[src/design/spc_pkg.sv]
// spc_pkg: shared types and codes for the stepper position controller.
// No dependencies; used by spc_step, stepper_position_controller_top and the benches.
package spc_pkg;

  // Command codes carried in s_tuser
  localparam logic [1:0] OP_TICK   = 2'd0;
  localparam logic [1:0] OP_TARGET = 2'd1;
  localparam logic [1:0] OP_HOME   = 2'd2;

  localparam logic [14:0] START_MAX_RESET = 15'd2048;

  // Wave-drive coil patterns
  localparam logic [3:0] COIL_A = 4'h1;
  localparam logic [3:0] COIL_D = 4'h8;

  typedef enum logic [2:0] {
    MODE_IDLE,
    MODE_HOME_SEEK,
    MODE_HOME_BACK,
    MODE_LEARN_SEEK,
    MODE_LEARN_BACK
  } mode_t;

  typedef enum logic [2:0] {
    EV_NONE,
    EV_REACHED,
    EV_UPPER,
    EV_LOWER,
    EV_HOMED,
    EV_LEARNED
  } ev_t;

  typedef struct packed {
    logic [1:0]         op;
    logic signed [15:0] target;
    logic               endpoint;
    logic               force_req;
  } item_t;

  // Control state shared between the step logic and the state registers
  typedef struct packed {
    mode_t       mode;
    logic [3:0]  phase;
    logic        learned_valid;
    logic [14:0] learned_max;
  } ctrl_t;

  typedef struct packed {
    logic [3:0]         coils;
    logic               slow;
    logic signed [15:0] position;
    ev_t                event_res;
    logic               endpoint_zeroed;
    logic               busy_res;
    logic [14:0]        max_limit;
  } res_t;

endpackage

[src/design/stepper_position_controller_top.sv]
// Stepper position controller, top level: stream ports, state registers,
// input and result stages. Depends on spc_pkg and spc_step.
//
// An accepted transaction is held in the input register, then in the result
// register, which offers it on the result stream.
// Throughput: one transaction per cycle while m_tready is high; the step logic
// sits between the two registers, and state updates as the item advances.
// Reset (rst, synchronous, active high): pos 0, goal 0, coil A, idle,
// no learned limit, start_max_step 2048, both stages empty.
module stepper_position_controller_top #(
  parameter int POS_WIDTH = 16
) (
  input  logic        clk,
  input  logic        rst,
  // input stream
  input  logic        s_tvalid,
  output logic        s_tready,
  input  logic [23:0] s_tdata,   // target[15:0], endpoint[16], force_req[17], zero pad
  input  logic [1:0]  s_tuser,   // op[1:0]
  // result stream
  output logic        m_tvalid,
  input  logic        m_tready,
  output logic [47:0] m_tdata,   // coils[3:0], slow[4], position[20:5],
                                 // event_res[23:21], endpoint_zeroed[24],
                                 // busy_res[25], max_limit[40:26], zero pad
  // configuration: start_max_step
  input  logic        cfg_wen,
  input  logic [14:0] cfg_wdata
);

  // input stage
  logic           in_valid;
  spc_pkg::item_t in_item;
  // result stage
  logic           res_valid;
  spc_pkg::res_t  res;

  // controller state
  spc_pkg::ctrl_t              ctrl, ctrl_next;
  logic signed [POS_WIDTH-1:0] pos, pos_next;
  logic signed [POS_WIDTH-1:0] goal, goal_next;
  logic [14:0]                 start_max;
  spc_pkg::res_t               step_res;

  logic advance;

  // item moves into the result stage when that stage is free or draining
  assign advance  = in_valid && (!res_valid || m_tready);
  assign s_tready = !in_valid || advance;

  always_ff @(posedge clk) begin
    if (rst) begin
      in_valid <= 1'b0;
    end else if (s_tready) begin
      in_valid <= s_tvalid;
    end
  end

  always_ff @(posedge clk) begin
    if (s_tvalid && s_tready) begin
      in_item.op        <= s_tuser;
      in_item.target    <= $signed(s_tdata[15:0]);
      in_item.endpoint  <= s_tdata[16];
      in_item.force_req <= s_tdata[17];
    end
  end

  spc_step #(
    .POS_WIDTH (POS_WIDTH)
  ) u_step (
    .item      (in_item),
    .ctrl      (ctrl),
    .pos       (pos),
    .goal      (goal),
    .start_max (start_max),
    .ctrl_next (ctrl_next),
    .pos_next  (pos_next),
    .goal_next (goal_next),
    .res       (step_res)
  );

  // state commits only when the transaction leaves the input stage
  always_ff @(posedge clk) begin
    if (rst) begin
      pos                <= '0;
      goal               <= '0;
      ctrl.mode          <= spc_pkg::MODE_IDLE;
      ctrl.phase         <= spc_pkg::COIL_A;
      ctrl.learned_valid <= 1'b0;
      ctrl.learned_max   <= '0;
    end else if (advance) begin
      pos  <= pos_next;
      goal <= goal_next;
      ctrl <= ctrl_next;
    end
  end

  always_ff @(posedge clk) begin
    if (rst) begin
      start_max <= spc_pkg::START_MAX_RESET;
    end else if (cfg_wen) begin
      start_max <= cfg_wdata;
    end
  end

  always_ff @(posedge clk) begin
    if (rst) begin
      res_valid <= 1'b0;
    end else if (advance) begin
      res_valid <= 1'b1;
    end else if (m_tready) begin
      res_valid <= 1'b0;
    end
  end

  always_ff @(posedge clk) begin
    if (advance) begin
      res <= step_res;
    end
  end

  assign m_tvalid = res_valid;
  assign m_tdata  = {7'd0, res.max_limit, res.busy_res, res.endpoint_zeroed,
                     res.event_res, res.position, res.slow, res.coils};

  // wave drive keeps exactly one coil selected
  a_phase_onehot: assert property (@(posedge clk) disable iff (rst)
    $onehot(ctrl.phase))
    else $error("coil phase lost its one-hot pattern");

  a_coils_onehot0: assert property (@(posedge clk) disable iff (rst)
    res_valid |-> $onehot0(res.coils))
    else $error("result coil pattern not one-hot or zero");

  a_slow_has_step: assert property (@(posedge clk) disable iff (rst)
    (res_valid && res.slow) |-> (res.coils != 4'd0))
    else $error("slow pulse flagged without a step");

  a_zeroed_lower: assert property (@(posedge clk) disable iff (rst)
    (res_valid && res.endpoint_zeroed) |->
      (res.position == 16'sd0 && res.event_res == spc_pkg::EV_LOWER))
    else $error("endpoint zeroing without lower stop at zero");

  a_advance_result: assert property (@(posedge clk) disable iff (rst)
    advance |=> res_valid)
    else $error("advanced transaction did not reach the result stage");

endmodule

[src/design/spc_step.sv]
// spc_step: next-state and result logic for one transaction.
// Depends on spc_pkg. Purely combinational; registers live in the top level.
module spc_step #(
  parameter int POS_WIDTH = 16
) (
  input  spc_pkg::item_t                item,
  input  spc_pkg::ctrl_t                ctrl,
  input  logic signed [POS_WIDTH-1:0]   pos,
  input  logic signed [POS_WIDTH-1:0]   goal,
  input  logic [14:0]                   start_max,
  output spc_pkg::ctrl_t                ctrl_next,
  output logic signed [POS_WIDTH-1:0]   pos_next,
  output logic signed [POS_WIDTH-1:0]   goal_next,
  output spc_pkg::res_t                 res
);

  // compare width: holds both the position range and the 16-bit fields
  localparam int CW = ((POS_WIDTH > 16) ? POS_WIDTH : 16) + 1;
  localparam logic signed [POS_WIDTH-1:0] PMAX = {1'b0, {(POS_WIDTH-1){1'b1}}};
  localparam logic signed [POS_WIDTH-1:0] PMIN = {1'b1, {(POS_WIDTH-1){1'b0}}};

  function automatic logic [3:0] phase_up(input logic [3:0] p);
    logic [4:0] t;
    t = {p, 1'b0};
    return ((t > 5'd8) || (t == 5'd0)) ? spc_pkg::COIL_A : t[3:0];
  endfunction

  function automatic logic [3:0] phase_dn(input logic [3:0] p);
    logic [3:0] t;
    t = p >> 1;
    return (t == 4'd0) ? spc_pkg::COIL_D : t;
  endfunction

  logic signed [CW-1:0]        pmax_x, pmin_x, tgt_x, lim_x, half_x;
  logic signed [CW-1:0]        inc_x, dec_x, pos_n_x;
  logic signed [POS_WIDTH-1:0] goal_clamped, pos_inc, pos_dec;
  logic [14:0]                 lim, learn_val;
  logic [3:0]                  ph_up, ph_dn;
  logic                        up;

  assign pmax_x = CW'(PMAX);
  assign pmin_x = CW'(PMIN);
  assign tgt_x  = CW'(item.target);
  assign goal_clamped = (tgt_x > pmax_x) ? PMAX :
                        (tgt_x < pmin_x) ? PMIN : tgt_x[POS_WIDTH-1:0];

  assign lim    = ctrl.learned_valid ? ctrl.learned_max : start_max;
  assign lim_x  = CW'($signed({1'b0, lim}));
  assign half_x = CW'($signed({2'b00, lim[14:1]}));

  // saturating single steps
  assign pos_inc = (pos == PMAX) ? pos : pos + POS_WIDTH'(1);
  assign pos_dec = (pos == PMIN) ? pos : pos - POS_WIDTH'(1);
  assign inc_x   = CW'(pos_inc);
  assign dec_x   = CW'(pos_dec);
  assign ph_up   = phase_up(ctrl.phase);
  assign ph_dn   = phase_dn(ctrl.phase);
  assign up      = goal > pos;

  // learned limit: the position after the back-off step, clamped to 15 bits
  assign learn_val = (dec_x < 0) ? 15'd0 :
                     (dec_x > CW'(32767)) ? 15'h7FFF : dec_x[14:0];

  always_comb begin
    ctrl_next         = ctrl;
    pos_next          = pos;
    goal_next         = goal;
    res.coils           = 4'd0;
    res.slow            = 1'b0;
    res.event_res       = spc_pkg::EV_NONE;
    res.endpoint_zeroed = 1'b0;
    case (item.op)
      spc_pkg::OP_TARGET: begin
        goal_next = goal_clamped;
      end
      spc_pkg::OP_HOME: begin
        ctrl_next.mode = spc_pkg::MODE_HOME_SEEK;
      end
      spc_pkg::OP_TICK: begin
        case (ctrl.mode)
          spc_pkg::MODE_HOME_SEEK: begin
            if (!item.endpoint) begin
              pos_next = pos_dec;
              ctrl_next.phase = ph_dn;
              res.coils = ph_dn;
            end else begin
              pos_next = pos_inc;
              ctrl_next.phase = ph_up;
              res.coils = ph_up;
              res.slow = 1'b1;
              ctrl_next.mode = spc_pkg::MODE_HOME_BACK;
            end
          end
          spc_pkg::MODE_HOME_BACK: begin
            ctrl_next.phase = ph_up;
            res.coils = ph_up;
            if (item.endpoint) begin
              pos_next = pos_inc;
              res.slow = 1'b1;
            end else begin
              pos_next  = '0;
              goal_next = '0;
              res.event_res = spc_pkg::EV_HOMED;
              ctrl_next.mode = spc_pkg::MODE_IDLE;
            end
          end
          spc_pkg::MODE_LEARN_SEEK: begin
            if (!item.endpoint) begin
              pos_next = pos_inc;
              ctrl_next.phase = ph_up;
              res.coils = ph_up;
            end else begin
              pos_next = pos_dec;
              ctrl_next.phase = ph_dn;
              res.coils = ph_dn;
              ctrl_next.mode = spc_pkg::MODE_LEARN_BACK;
            end
          end
          spc_pkg::MODE_LEARN_BACK: begin
            pos_next = pos_dec;
            ctrl_next.phase = ph_dn;
            res.coils = ph_dn;
            if (!item.endpoint) begin
              ctrl_next.learned_max   = learn_val;
              ctrl_next.learned_valid = 1'b1;
              res.event_res = spc_pkg::EV_LEARNED;
              ctrl_next.mode = spc_pkg::MODE_IDLE;
            end
          end
          spc_pkg::MODE_IDLE: begin
            if (pos != goal) begin
              if (up) begin
                if (!item.force_req && (CW'(pos) >= lim_x)) begin
                  res.event_res = spc_pkg::EV_UPPER;
                end else begin
                  pos_next = pos_inc;
                  ctrl_next.phase = ph_up;
                  res.coils = ph_up;
                  if ((inc_x > half_x) && item.endpoint)
                    ctrl_next.mode = spc_pkg::MODE_LEARN_SEEK;
                  if (pos_inc == goal) res.event_res = spc_pkg::EV_REACHED;
                end
              end else if (!item.force_req && item.endpoint) begin
                // switch pressed while heading down: re-zero and stop
                pos_next = '0;
                res.endpoint_zeroed = 1'b1;
                res.event_res = spc_pkg::EV_LOWER;
              end else if (!item.force_req && (pos == '0)) begin
                res.event_res = spc_pkg::EV_LOWER;
              end else begin
                pos_next = pos_dec;
                ctrl_next.phase = ph_dn;
                res.coils = ph_dn;
                if (pos_dec == goal) res.event_res = spc_pkg::EV_REACHED;
              end
            end
          end
          default: begin
            ctrl_next.mode = spc_pkg::MODE_IDLE;
          end
        endcase
      end
      default: begin
      end
    endcase
    pos_n_x       = CW'(pos_next);
    res.position  = pos_n_x[15:0];
    res.busy_res  = (ctrl_next.mode != spc_pkg::MODE_IDLE);
    res.max_limit = ctrl_next.learned_valid ? ctrl_next.learned_max : start_max;
  end

endmodule

[config.mk]
export PLATFORM = sky130hd
export DESIGN_NAME = stepper_position_controller_top
export DESIGN_NICKNAME = d
export VERILOG_FILES = /design/src/design/spc_pkg.sv /design/src/design/stepper_position_controller_top.sv /design/src/design/spc_step.sv
export SDC_FILE = /design/constraint.sdc
export NUM_CORES = 1
export LEC_CHECK = 0
export BUFFER_PORTS_ARGS = -buffer_cell sky130_fd_sc_hd__buf_2
export CORE_MARGIN = 8
export CORE_UTILIZATION = 36
export CTS_CLUSTER_SIZE = 30
export DETAILED_ROUTE_END_ITERATION = 12
export GPL_TIMING_DRIVEN = 0
export MAX_ROUTING_LAYER = met4
export PLACE_DENSITY = 0.61
export SETUP_SLACK_MARGIN = 0.5
export SYNTH_ARGS = -nofsm -noshare
export SYNTH_HDL_FRONTEND = slang
export SYNTH_SLANG_ARGS = --single-unit
[constraint.sdc]
create_clock -name clk -period 7.19 [get_ports clk]
set_clock_uncertainty 0.15 [all_clocks]
set_input_delay 0.719 -clock clk [delete_from_list [all_inputs] [get_ports clk]]
set_output_delay 0.719 -clock clk [all_outputs]
set_load 0.01 [all_outputs]
==> reports/qor.csv, run 1 <==
stage,metric,value,unit
power,sw power,1.165,mW
clock_tree,Sink Count,133,
synthesis,synthesized instance count,1167,
power,Comb pwr share,36.2,%
placement,Area after DPL,10710,µm²
power,clock share of power,33.1,%
outcome,status,completed,
sta,RSZ-0062 raised after global routing,false,
critical_path,data arrival time of the worst path,5.62,ns
floorplan,Die ar.,32900,µm²
global_routing,initial antenna violation count,0,
critical_path,cells along the critical path,clkbuf_1 > buf_1 > mux2i_1 > ha_1 > nand4_1 > a311oi_1 > o311ai_1 > and2_1 > clkbuf_1 > nor3_2 > a21oi_2 > o221ai_1 > o41ai_1,
power,Tot Pwr,2.792,mW
synthesis,Post-synth EDFFs,61,
final_layout,Non-Filler Instances,1628,
global_routing,largest net degree at the start of global routing,49,
clock_tree,# hold bufs at CTS,0,
placement,Post-Place Cells,1596,
clock_tree,CTS resizes,0,
power,maximum vdd drop,0.1706,mV
floorplan,I/O Pins,96,
clock_tree,post-CTS setup buffer count,0,
synthesis,sequential share of the synthesized area,33.24,%
critical_path,cell family with most CP delay,compound AO/OA/AOI/OAI gates,
global_routing,first-pass GRT wire length,63.54,mm
synthesis,"Async S/R FF share, synth",0,%
drt,drt pass-1 iters,7,
placement,gp weighted congestion,1.015,
drt,top layer in use,met4,
power,sw frac,41.72,%
synthesis,YS warnings,0,
sta,period utilization,76.50,%
drt,met3 WL,3.187,mm
clock_tree,CTS tree,done,
clock_tree,clock-pin slew on the worst setup and hold paths,0.08,ns
sta,relative slew slack,10.97,%
global_routing,total gr overflow,0,
sta,"Slew Viols, Final",0,
synthesis,post-synthesis compound-gate area fraction,25.72,%
synthesis,synthesized flop and latch total,133,
drt,Vias/cell,6.271,
synthesis,Synth Flop Type,dfxtp_1,
power,sequential share of power,30.7,%
sta,Slew @ Worst Pin,1.323,ns
drt,via count,10210,
clock_tree,CTS Buffer Depth,2,
final_layout,antenna cells,0,
synthesis,mapped cell area,9847,µm²
placement,DPL Wire Length,32.36,mm
synthesis,adder-cell area share of the yosys netlist,5.972,%
sta,final setup margin,1.690,ns
floorplan,core area,26880,µm²
clock_tree,CTS Buf Count,17,
synthesis,Synth Area in Simple Gates,20.04,%
final_layout,"leading cell types in the layout, fill and taps excluded","138 x nor2_1, 114 x a21oi_1, 97 x buf_2, 84 x nand2_1, 72 x dfxtp_1",
placement,pre-CTS setup slack,1.894,ns
synthesis,syn avg cell area,8.438,µm²
global_routing,overall fraction of global-route tracks in use,26.07,%
floorplan,Row Count,60,
critical_path,Setup crit end kind,flop,
sta,setup violators final,0,
critical_path,Crit Path Class,flop to flop,
sta,fmax,181.8,MHz
power,leakage power,4.267,nW
critical_path,critical path required time,7.31,ns
synthesis,mux cell area share after synthesis,4.727,%
drt,wl on met1,18.58,mm
sta,count of final hold-check violations,0,
critical_path,critical path's slowest cell,o41ai_1,
job,Maximum Capacitance Violations,0,
drt,initial drt markers,1274,
clock_tree,Worst-Skew Late Latency,0.44,ns
final_layout,fill count,2787,
clock_tree,H-tree Lvls,4,
drt,drt total wl,42.50,mm
min_path,Tightest Hold Check Type,input pin to flop,
power,internal power,1.627,mW
floorplan,chip width,181.4,µm
clock_tree,CTS root buf,clkbuf_16,
floorplan,Initial Util,36.64,%
final_layout,"most common cell after layout, fill and taps aside",nor2_1,
critical_path,cell mode on critical path,clkbuf_1,
power,power per standard cell area,246.8,nW/µm²
critical_path,largest stage delay on the critical path,0.80,ns
critical_path,Worst Path Buf+Inv,3,
final_layout,area growth from synthesis to layout,14.92,%
global_routing,vias in the first global route,9848,
sta,fin crit period,5.500,ns
synthesis,number of distinct library cells after synthesis,90,
critical_path,Worst setup SP type,flop,
final_layout,layout net count,1367,
drt,# DRC,0,
drt,WL/cell,26.10,µm
sta,setup TNS,0,ns
floorplan,Die Y,181.4,µm
drt,DR WL met2,18.80,mm
final_layout,share of cells above drive strength 1,13.91,%
synthesis,main combinational cell family by area after synthesis,compound AO/OA/AOI/OAI gates,
critical_path,critical path peak fanout,10,
placement,I/O Buffers,81,
drt,ANT nets after route,0,
final_layout,Final Cell Area,11320,µm²
synthesis,Synth Area in XOR/XNOR,4.625,%
path summary, 6_finish.rpt:
kind | cells after the start | endpoint | slack [ns] | from
worst min register to register | 2 | ctrl[4] | 0.31 | ctrl[4]
worst max-delay path | 13 | pos[5] | 1.69 | ctrl[15]
worst max register to register | 13 | pos[5] | 1.69 | ctrl[15]
worst min-delay path | 1 | in_item[0] | 0.30 | s_tdata[17]
worst register-to-register path: stages (launching register included):
cell and delay, ns:
dfxtp_1 0.31, clkbuf_1 0.40, buf_1 0.65, mux2i_1 0.45
ha_1 0.32, nand4_1 0.14, a311oi_1 0.09, o311ai_1 0.49
and2_1 0.19, clkbuf_1 0.49, nor3_2 0.28, a21oi_2 0.37
o221ai_1 0.20, o41ai_1 0.80
area by class of cell:
class                           count  area [µm²]  area share (%)
Clock inverter                     15       176.4           1.559
Multi-Input combinational cell    915        6042           53.39
Buffer                             94       439.2           3.881
Sequential cell                   133        3273           28.93
Tap cell                          341       426.7           3.770
Inverter                           31       117.6           1.039
Timing Repair Buffer               82       415.4           3.671
Clock buffer                       17       425.4           3.759
stage by stage:
step / utilization, % / hold slack [ns]
after floorplan: - / 0.2860
after detailed placement: 39.87 / 0.2966
after global placement: 39.82 / 0.2928
after global routing: 42.10 / 0.2955
after CTS: 42.10 / 0.2947
final: 42.10 / 0.3002
power by group through the flow:
| stage | logic, mW | clock network, mW | registers, mW |
|---|---|---|---|
| floorplan | 0.614 | 0 | 0.872 |
| global placement | 0.973 | 0 | 0.873 |
| detailed placement | 0.970 | 0 | 0.873 |
| CTS | 0.973 | 0.932 | 0.856 |
| global route | 1.06 | 0.962 | 0.860 |
| finish | 1.01 | 0.925 | 0.856 |
cells by family after synthesis:
| logic type | Yosys count |
|---|---|
| buffers and inverters | 125 |
| muxes | 46 |
| AOI/OAI and AO/OA | 379 |
| DFF | 133 |
| adders and majority gates | 47 |
| other | 1 |
| and+or+nand+nor | 384 |
| xor gates and xnor gates | 52 |
routing by layer:
metal	track usage (%)	up-vias
met2	40.29	551
li1	-	4604
met4	11.05	0
met1	33.30	4928
met5	-	-
met3	4.491	126
synthesized netlist by cell type, drive strengths merged (5+ instances only):
library cell,instances,share of area (%)
nor2,138,5.3
a21oi,115,5.9
nand2,84,3.2
dfxtp,72,15
o21ai,68,3.5
edfxtp,61,19
clkbuf,55,2.2
ha,47,6.0
mux2i,42,4.3
buf,39,2.3
xnor2,37,3.3
nor3,32,1.9
a22oi,27,2.1
inv,26,0.99
nand3,22,1.2
nand4,22,1.6
a211oi,17,1.3
a31oi,17,1.1
xor2,15,1.3
nor2b,13,0.83
nor4,13,1.3
a221oi,12,1.1
and2,12,0.76
o22ai,12,0.76
and3,11,0.72
o211ai,11,0.84
o221ai,11,0.98
o31ai,10,0.81
nand2b,9,0.57
o21a,8,0.61
a21o,7,0.53
a41oi,7,0.62
a32o,6,0.61
o2bb2ai,6,0.53
a311oi,5,0.62
and4,5,0.50
clkinv,5,0.19
o31a,5,0.44
or3,5,0.32
state kept, by name, indices dropped and copies added, names as in the netlist:
signal	cells
ctrl	23
start_max	15
pos	16
m_tvalid	1
goal	16
in_valid	1
m_tdata	41
in_item	20
Power figures use the tool's default switching activity.
==> inputs of run 2 (changes only) <==
--- a/config.mk
+++ b/config.mk
@@ -12,7 +12,7 @@
 export DETAILED_ROUTE_END_ITERATION = 12
 export GPL_TIMING_DRIVEN = 0
 export MAX_ROUTING_LAYER = met4
-export PLACE_DENSITY = 0.61
+export PLACE_DENSITY = 0.63
 export SETUP_SLACK_MARGIN = 0.5
 export SYNTH_ARGS = -nofsm -noshare
 export SYNTH_HDL_FRONTEND = slang
==> constraint.sdc (replaced) <==
create_clock -name clk -period 4.45 [get_ports clk]
set_clock_uncertainty 0.15 [all_clocks]
set_input_delay 0.445 -clock clk [delete_from_list [all_inputs] [get_ports clk]]
set_output_delay 0.445 -clock clk [all_outputs]
set_load 0.01 [all_outputs]
==> run 2 against run 1 <==
Compared with the run above:
- core utilization increased by 2.3 points
- critical endpoint is now m_tdata[25]
- largest power group unchanged
- final cell count up 1.0%
- via count up 0.80%
==> reports/qor.csv, run 2 (synthesis results as in run 1) <==
stage,metric,value,unit,change
drt,initial drt markers,1390,,+9.1%
critical_path,Crit Path Class,flop to flop,,
clock_tree,CTS root buf,clkbuf_16,,
floorplan,Row Count,60,,unchanged
sta,period utilization,88.37,%,+12 points
min_path,Hold Path End,in_item[0],,
floorplan,Die Y,181.4,µm,unchanged
power,power per standard cell area,393.0,nW/µm²,+59%
global_routing,first-pass GRT wire length,62.71,mm,-1.3%
min_path,hold path cells,1,,unchanged
drt,drt pass-1 iters,6,,-1
clock_tree,Sink Count,133,,unchanged
outcome,status,completed,,
global_routing,vias in the first global route,9833,,-0.15%
power,leakage power,4.487,nW,+5.2%
power,maximum vdd drop,0.2390,mV,+40%
drt,# DRC,0,,unchanged
drt,drt total wl,42.54,mm,+0.10%
sta,final setup margin,0.5176,ns,-1.172 ns
critical_path,Setup crit end kind,flop,,
final_layout,fill count,2714,,-2.6%
clock_tree,Worst-Skew Late Latency,0.45,ns,about the same
final_layout,"most common cell after layout, fill and taps aside",nor2_1,,
placement,Post-Place Cells,1596,,unchanged
placement,I/O Buffers,81,,unchanged
drt,via count,10290,,+0.80%
floorplan,core area,26880,µm²,unchanged
placement,DPL Wire Length,31.93,mm,-1.3%
floorplan,chip width,181.4,µm,unchanged
global_routing,total gr overflow,0,,unchanged
sta,"Slew Viols, Final",0,,unchanged
final_layout,Non-Filler Instances,1645,,+1.0%
sta,fin crit period,3.932,ns,-1.568 ns
sta,relative slew slack,21.72,%,+11 points
drt,Vias/cell,6.256,,-0.24%
clock_tree,# hold bufs at CTS,0,,unchanged
global_routing,largest net degree at the start of global routing,40,,-18%
drt,ANT nets after route,0,,unchanged
job,Maximum Capacitance Violations,0,,unchanged
final_layout,"leading cell types in the layout, fill and taps excluded","135 x nor2_1, 110 x a21oi_1, 87 x buf_2, 80 x nand2_1, 64 x dfxtp_1",,
min_path,Tightest Hold Check Type,input pin to flop,,
critical_path,reg2reg end,m_tdata[25],,
final_layout,antenna cells,0,,unchanged
critical_path,critical path peak fanout,10,,unchanged
final_layout,max reg flops,41,,unchanged
placement,gp weighted congestion,1.044,,+2.9%
clock_tree,clock-pin slew on the worst setup and hold paths,0.08,ns,about the same
min_path,Hold Path Origin,s_tdata[17],,
critical_path,worst r2r src,pos[15],,
floorplan,Die ar.,32900,µm²,unchanged
final_layout,area growth from synthesis to layout,21.30,%,
critical_path,data arrival time of the worst path,3.97,ns,-1.65 ns
final_layout,share of cells above drive strength 1,20.86,%,+7.0 points
floorplan,Initial Util,36.64,%,unchanged
critical_path,Worst setup SP type,flop,,
critical_path,"reg-to-reg slack, setup",0.52,ns,-1.17 ns
sta,setup violators final,0,,unchanged
sta,Slew @ Worst Pin,1.142,ns,-0.1816 ns
clock_tree,CTS tree,done,,
final_layout,layout net count,1384,,+1.2%
drt,WL/cell,25.86,µm,-0.93%
floorplan,I/O Pins,96,,unchanged
critical_path,worst reg-to-reg path cell count,15,,+2
clock_tree,H-tree Lvls,4,,unchanged
sta,Hold WS,0.01889,ns,-0.2813 ns
clock_tree,CTS Buffer Depth,2,,unchanged
critical_path,critical path required time,4.49,ns,-2.82 ns
clock_tree,CTS Buf Count,17,,unchanged
global_routing,initial antenna violation count,0,,unchanged
placement,pre-CTS setup slack,-0.9464,ns,-2.840 ns
sta,count of final hold-check violations,0,,unchanged
sta,fmax,254.3,MHz,+40%
sta,RSZ-0062 raised after global routing,true,,
global_routing,overall fraction of global-route tracks in use,25.80,%,-0.26 points
## run 2: worst max path at each step
| stage | start | to | slack (ns) |
|---|---|---|---|
| after detailed placement | ctrl[15] | m_tdata[21] | -0.95 |
| final | pos[15] | m_tdata[25] | 0.52 |
| after global placement | ctrl[15] | m_tdata[21] | -0.90 |
| after CTS | pos[15] | m_tdata[25] | 0.38 |
| after global routing | pos[1] | m_tdata[25] | 0.46 |
| after floorplan | ctrl[15] | m_tdata[21] | 0.67 |
## run 2: cell type report
cell class,count,area [µm²],area share (%)
sequential,133,3283,27.49
timing repair buffer,99,553.0,4.630
inverter,31,123.9,1.037
clock buffer,17,425.4,3.562
multi-input combinational,915,6449,53.99
buffer,94,531.8,4.452
clock inverter,15,151.4,1.268
tap,341,426.7,3.572
## run 2: metrics by stage
step | setup TNS (ns) | total power [mW] | util, % | area (µm²)
final | 0 | 4.694 | 44.44 | 11940
after CTS | 0 | 4.572 | 43.52 | 11700
after detailed placement | -19.05 | 2.989 | 39.90 | 10720
after floorplan | 0 | 2.402 | - | 9869
after global placement | -28.51 | 2.991 | 39.82 | 10700
after global routing | 0 | 4.841 | 44.44 | 11940
## run 2: timing repair
item | in CTS | in global routing
pin swaps | 10 | 13
cloned | 0 | 0
setup buffers | 10 | 7
endpoints found under the hold margin | 0 | 0
resized for setup | 85 | 50
setup endpoints to repair | 46 | 38
## run 2: report_power, final
group	switching [mW]	total, mW	internal [mW]
logic	1.27	1.86	0.592
registers	0.0391	1.38	1.35
clock network	0.699	1.45	0.751
## run 2: critical path, stage by stage (launching register included)
cell and delay [ns]:
dfxtp_1 0.34, buf_4 0.19, nand4b_4 0.24, or4_4 0.59, and3_4 0.23, xnor2_2 0.21
inv_1 0.09, ha_1 0.29, a21o_1 0.19, a21o_1 0.18, a21oi_1 0.14, nor2b_1 0.06
o21ai_1 0.15, nand4_1 0.18, nand4_1 0.31, o21ai_0 0.12
## run 2: metal layers
metal  GRT usage [%]  wire length [µm]  vias up
li1                -                 -     4629
met1           32.17             17740     4931
met3           5.908              4090      131
met5               -                 0        -
met4           11.45              2104        0
met2           39.54             18600      600
==> inputs of run 3 (changes only) <==
--- a/config.mk
+++ b/config.mk
@@ -16,4 +16,5 @@
 export SETUP_SLACK_MARGIN = 0.5
 export SYNTH_ARGS = -nofsm -noshare
 export SYNTH_HDL_FRONTEND = slang
+export SYNTH_HIERARCHICAL = 1
 export SYNTH_SLANG_ARGS = --single-unit
==> run 3 against run 2 <==
Compared with the run above:
- clock-buffer cell count grew 4
- via count grew 0.11%
- critical path depth fell by 1
- core utilization is 0.22 points higher
- die area rose by 6.8%
==> reports/qor.csv, run 3 <==
stage,metric,value,unit,change
final_layout,max reg flops,41,,unchanged
synthesis,most common cell in the synthesized netlist,nand2b_1,,
clock_tree,CTS Buf Count,17,,unchanged
critical_path,critical path's slowest cell,xnor2_1,,
synthesis,"top cells by area, synth","edfxtp_1 17%, dfxtp_1 14%, mux2i_1 8.9%, nand2b_1 7.2%, ha_1 5.6%",,
final_layout,Seq. cell area,3296,µm²,+0.38%
sta,RSZ-0062 raised after global routing,true,,
global_routing,largest net degree at the start of global routing,51,,+28%
clock_tree,CTS Buffer Depth,2,,unchanged
clock_tree,CTS root buf,clkbuf_16,,
placement,DPL Wire Length,30.94,mm,-3.1%
final_layout,fill count,2852,,+5.1%
synthesis,syn avg cell area,8.807,µm²,+4.4%
floorplan,Die Y,187.4,µm,+3.3%
global_routing,overall fraction of global-route tracks in use,23.28,%,-2.5 points
global_routing,total gr overflow,0,,unchanged
placement,pre-CTS setup slack,-0.6949,ns,+0.2515 ns
clock_tree,clock-pin slew on the worst setup and hold paths,0.06,ns,-0.02 ns
power,maximum vdd drop,0.2035,mV,-15%
drt,via count,10300,,+0.11%
power,power per standard cell area,333.5,nW/µm²,-15%
synthesis,mapped cell area,10580,µm²,+7.4%
sta,Hold WS,0.03118,ns,+0.01229 ns
synthesis,"Async S/R FF share, synth",0,%,unchanged
synthesis,number of distinct library cells after synthesis,91,,+1.1%
sta,relative slew slack,25.24,%,+3.5 points
synthesis,Post-synth EDFFs,61,,unchanged
clock_tree,Sink Count,133,,unchanged
final_layout,area of the multi-input gates,7007,µm²,+8.7%
critical_path,largest stage delay on the critical path,0.75,ns,+0.16 ns
sta,Slew @ Worst Pin,1.121,ns,-0.02015 ns
global_routing,initial antenna violation count,1,,+1
sta,count of final hold-check violations,0,,unchanged
floorplan,chip width,187.4,µm,+3.3%
synthesis,synthesized instance count,1201,,+2.9%
placement,I/O Buffers,80,,-1.2%
sta,"Slew Viols, Final",0,,unchanged
synthesis,synthesized flop and latch total,133,,unchanged
clock_tree,H-tree Lvls,4,,unchanged
global_routing,first-pass GRT wire length,61.69,mm,-1.6%
outcome,status,completed,,
global_routing,vias in the first global route,9968,,+1.4%
floorplan,Initial Util,36.65,%,about the same
floorplan,core area,28860,µm²,+7.4%
critical_path,Setup crit end kind,flop,,
sta,period utilization,90.32,%,+2.0 points
final_layout,area growth from synthesis to layout,21.84,%,
sta,final setup margin,0.4306,ns,-0.08697 ns
final_layout,"leading cell types in the layout, fill and taps excluded","122 x nand2b_1, 91 x buf_2, 88 x mux2i_1, 81 x nor2_1, 64 x nand2_1",,
floorplan,I/O Pins,96,,unchanged
critical_path,cells along the critical path,buf_2 > clkinvlp_4 > ha_1 > nor4b_2 > and4_1 > buf_4 > nand2_2 > nand2_1 > xnor2_1 > o22ai_1 > o211ai_1 > o211ai_1 > buf_4 > buf_4,,
synthesis,sequential share of the synthesized area,30.94,%,-2.3 points
critical_path,Crit Path Class,flop to flop,,
drt,WL/cell,23.73,µm,-8.3%
sta,fin crit period,4.019,ns,+0.08697 ns
clock_tree,CTS tree,done,,
clock_tree,Worst-Skew Late Latency,0.43,ns,-0.02 ns
min_path,Tightest Hold Check Type,input pin to flop,,
job,Maximum Capacitance Violations,0,,unchanged
floorplan,Die ar.,35120,µm²,+6.8%
drt,drt pass-1 iters,5,,-1
drt,drt total wl,41.07,mm,-3.5%
critical_path,cell mode on critical path,buf_4,,
synthesis,YS warnings,6,,+6
power,leakage power,4.901,nW,+9.2%
synthesis,Synth area leader,edfxtp_1,,
critical_path,critical path peak fanout,8,,-2
placement,gp weighted congestion,1.026,,-1.7%
final_layout,layout net count,1424,,+2.9%
final_layout,share of cells above drive strength 1,24.03,%,+3.2 points
synthesis,area share of the largest cell type after synthesis,17.32,%,-1.3 points
critical_path,data arrival time of the worst path,4.06,ns,+0.09 ns
drt,Vias/cell,5.951,,-4.9%
critical_path,Worst Path Buf+Inv,5,,+3
critical_path,Worst setup SP type,flop,,
sta,setup violators final,0,,unchanged
synthesis,synth cell count leaders,"122 x nand2b_1, 94 x mux2i_1, 84 x nor2_1, 72 x dfxtp_1, 66 x nand2_1",,
placement,Area after DPL,11500,µm²,+7.2%
final_layout,Final Cell Area,12890,µm²,+7.9%
drt,ANT nets after route,0,,unchanged
critical_path,critical path required time,4.49,ns,about the same
drt,initial drt markers,1166,,-16%
critical_path,cell family with most CP delay,buffers and inverters,,
synthesis,Synth Flop Type,dfxtp_1,,
sta,fmax,248.8,MHz,-2.2%
drt,# DRC,0,,unchanged
floorplan,Row Count,62,,+3.3%
final_layout,"most common cell after layout, fill and taps aside",nand2b_1,,
## run 3: per-layer routing
layer  part of all wire, %  up-vias  GRT usage [%]  wire length, µm
li1                      -     4678              -                -
met3                   9.5      116          4.474             3902
met1                    42     4912          29.48            17090
met4                   4.8        0          11.70             1980
met5                     0        -              -                0
met2                    44      596          35.02            18100
## run 3: power by group
part / internal [mW] / switching [mW]
registers: 1.34 / 0.0383
logic: 0.541 / 0.917
clock network: 0.885 / 0.575
## run 3: path summary, 6_finish.rpt
| check | cells past startpoint | slack [ns] | start | end |
|---|---|---|---|---|
| worst min register to register | 2 | 0.32 | ctrl[19] | ctrl[19] |
| worst min-delay path | 1 | 0.03 | s_tdata[12] | in_item[14] |
| worst max register to register | 14 | 0.43 | pos[1] | m_tdata[7] |
| worst max-delay path | 14 | 0.43 | pos[1] | m_tdata[7] |
## run 3: final cells by class
type / instances / share of cell area, %
Clock inverter: 11 / 0.9417
Timing Repair Buffer: 105 / 4.718
Inverter: 36 / 1.165
Multi-Input combinational cell: 929 / 54.37
Tap cell: 384 / 3.728
Buffer: 109 / 5.718
Clock buffer: 21 / 3.728
Sequential cell: 133 / 25.57
Antenna cell: 3 / 0.05825
## run 3: through the flow
stage	power, mW	TNS [ns]	instances	util (%)
2_1_floorplan	2.212	0	1207	-
3_3_place_gp	2.621	-21.44	1671	39.78
3_5_place_dp	2.624	-21.82	1672	39.85
4_1_cts	4.176	0	1719	43.48
5_1_grt	4.443	0	1729	44.64
6_report	4.297	0	1731	44.66
## run 3: kinds of logic after synthesis
group,after synthesis,share of synthesized area [%]
multiplexers,112,10.81
adder cells (fa/ha/maj),48,5.654
other,1,0.03545
XOR/XNOR,50,4.211
AND/OR/NAND/NOR,417,22.04
AO/OA/AOI/OAI,295,19.26
flip-flops,133,30.94
buffers and inverters,145,7.050
## run 3: repair_timing
action,in CTS,in global routing
hold buffers,0,0
resized for setup,91,61
pin swaps,11,14
buffers inserted,15,9
endpoints found under the setup margin,46,37
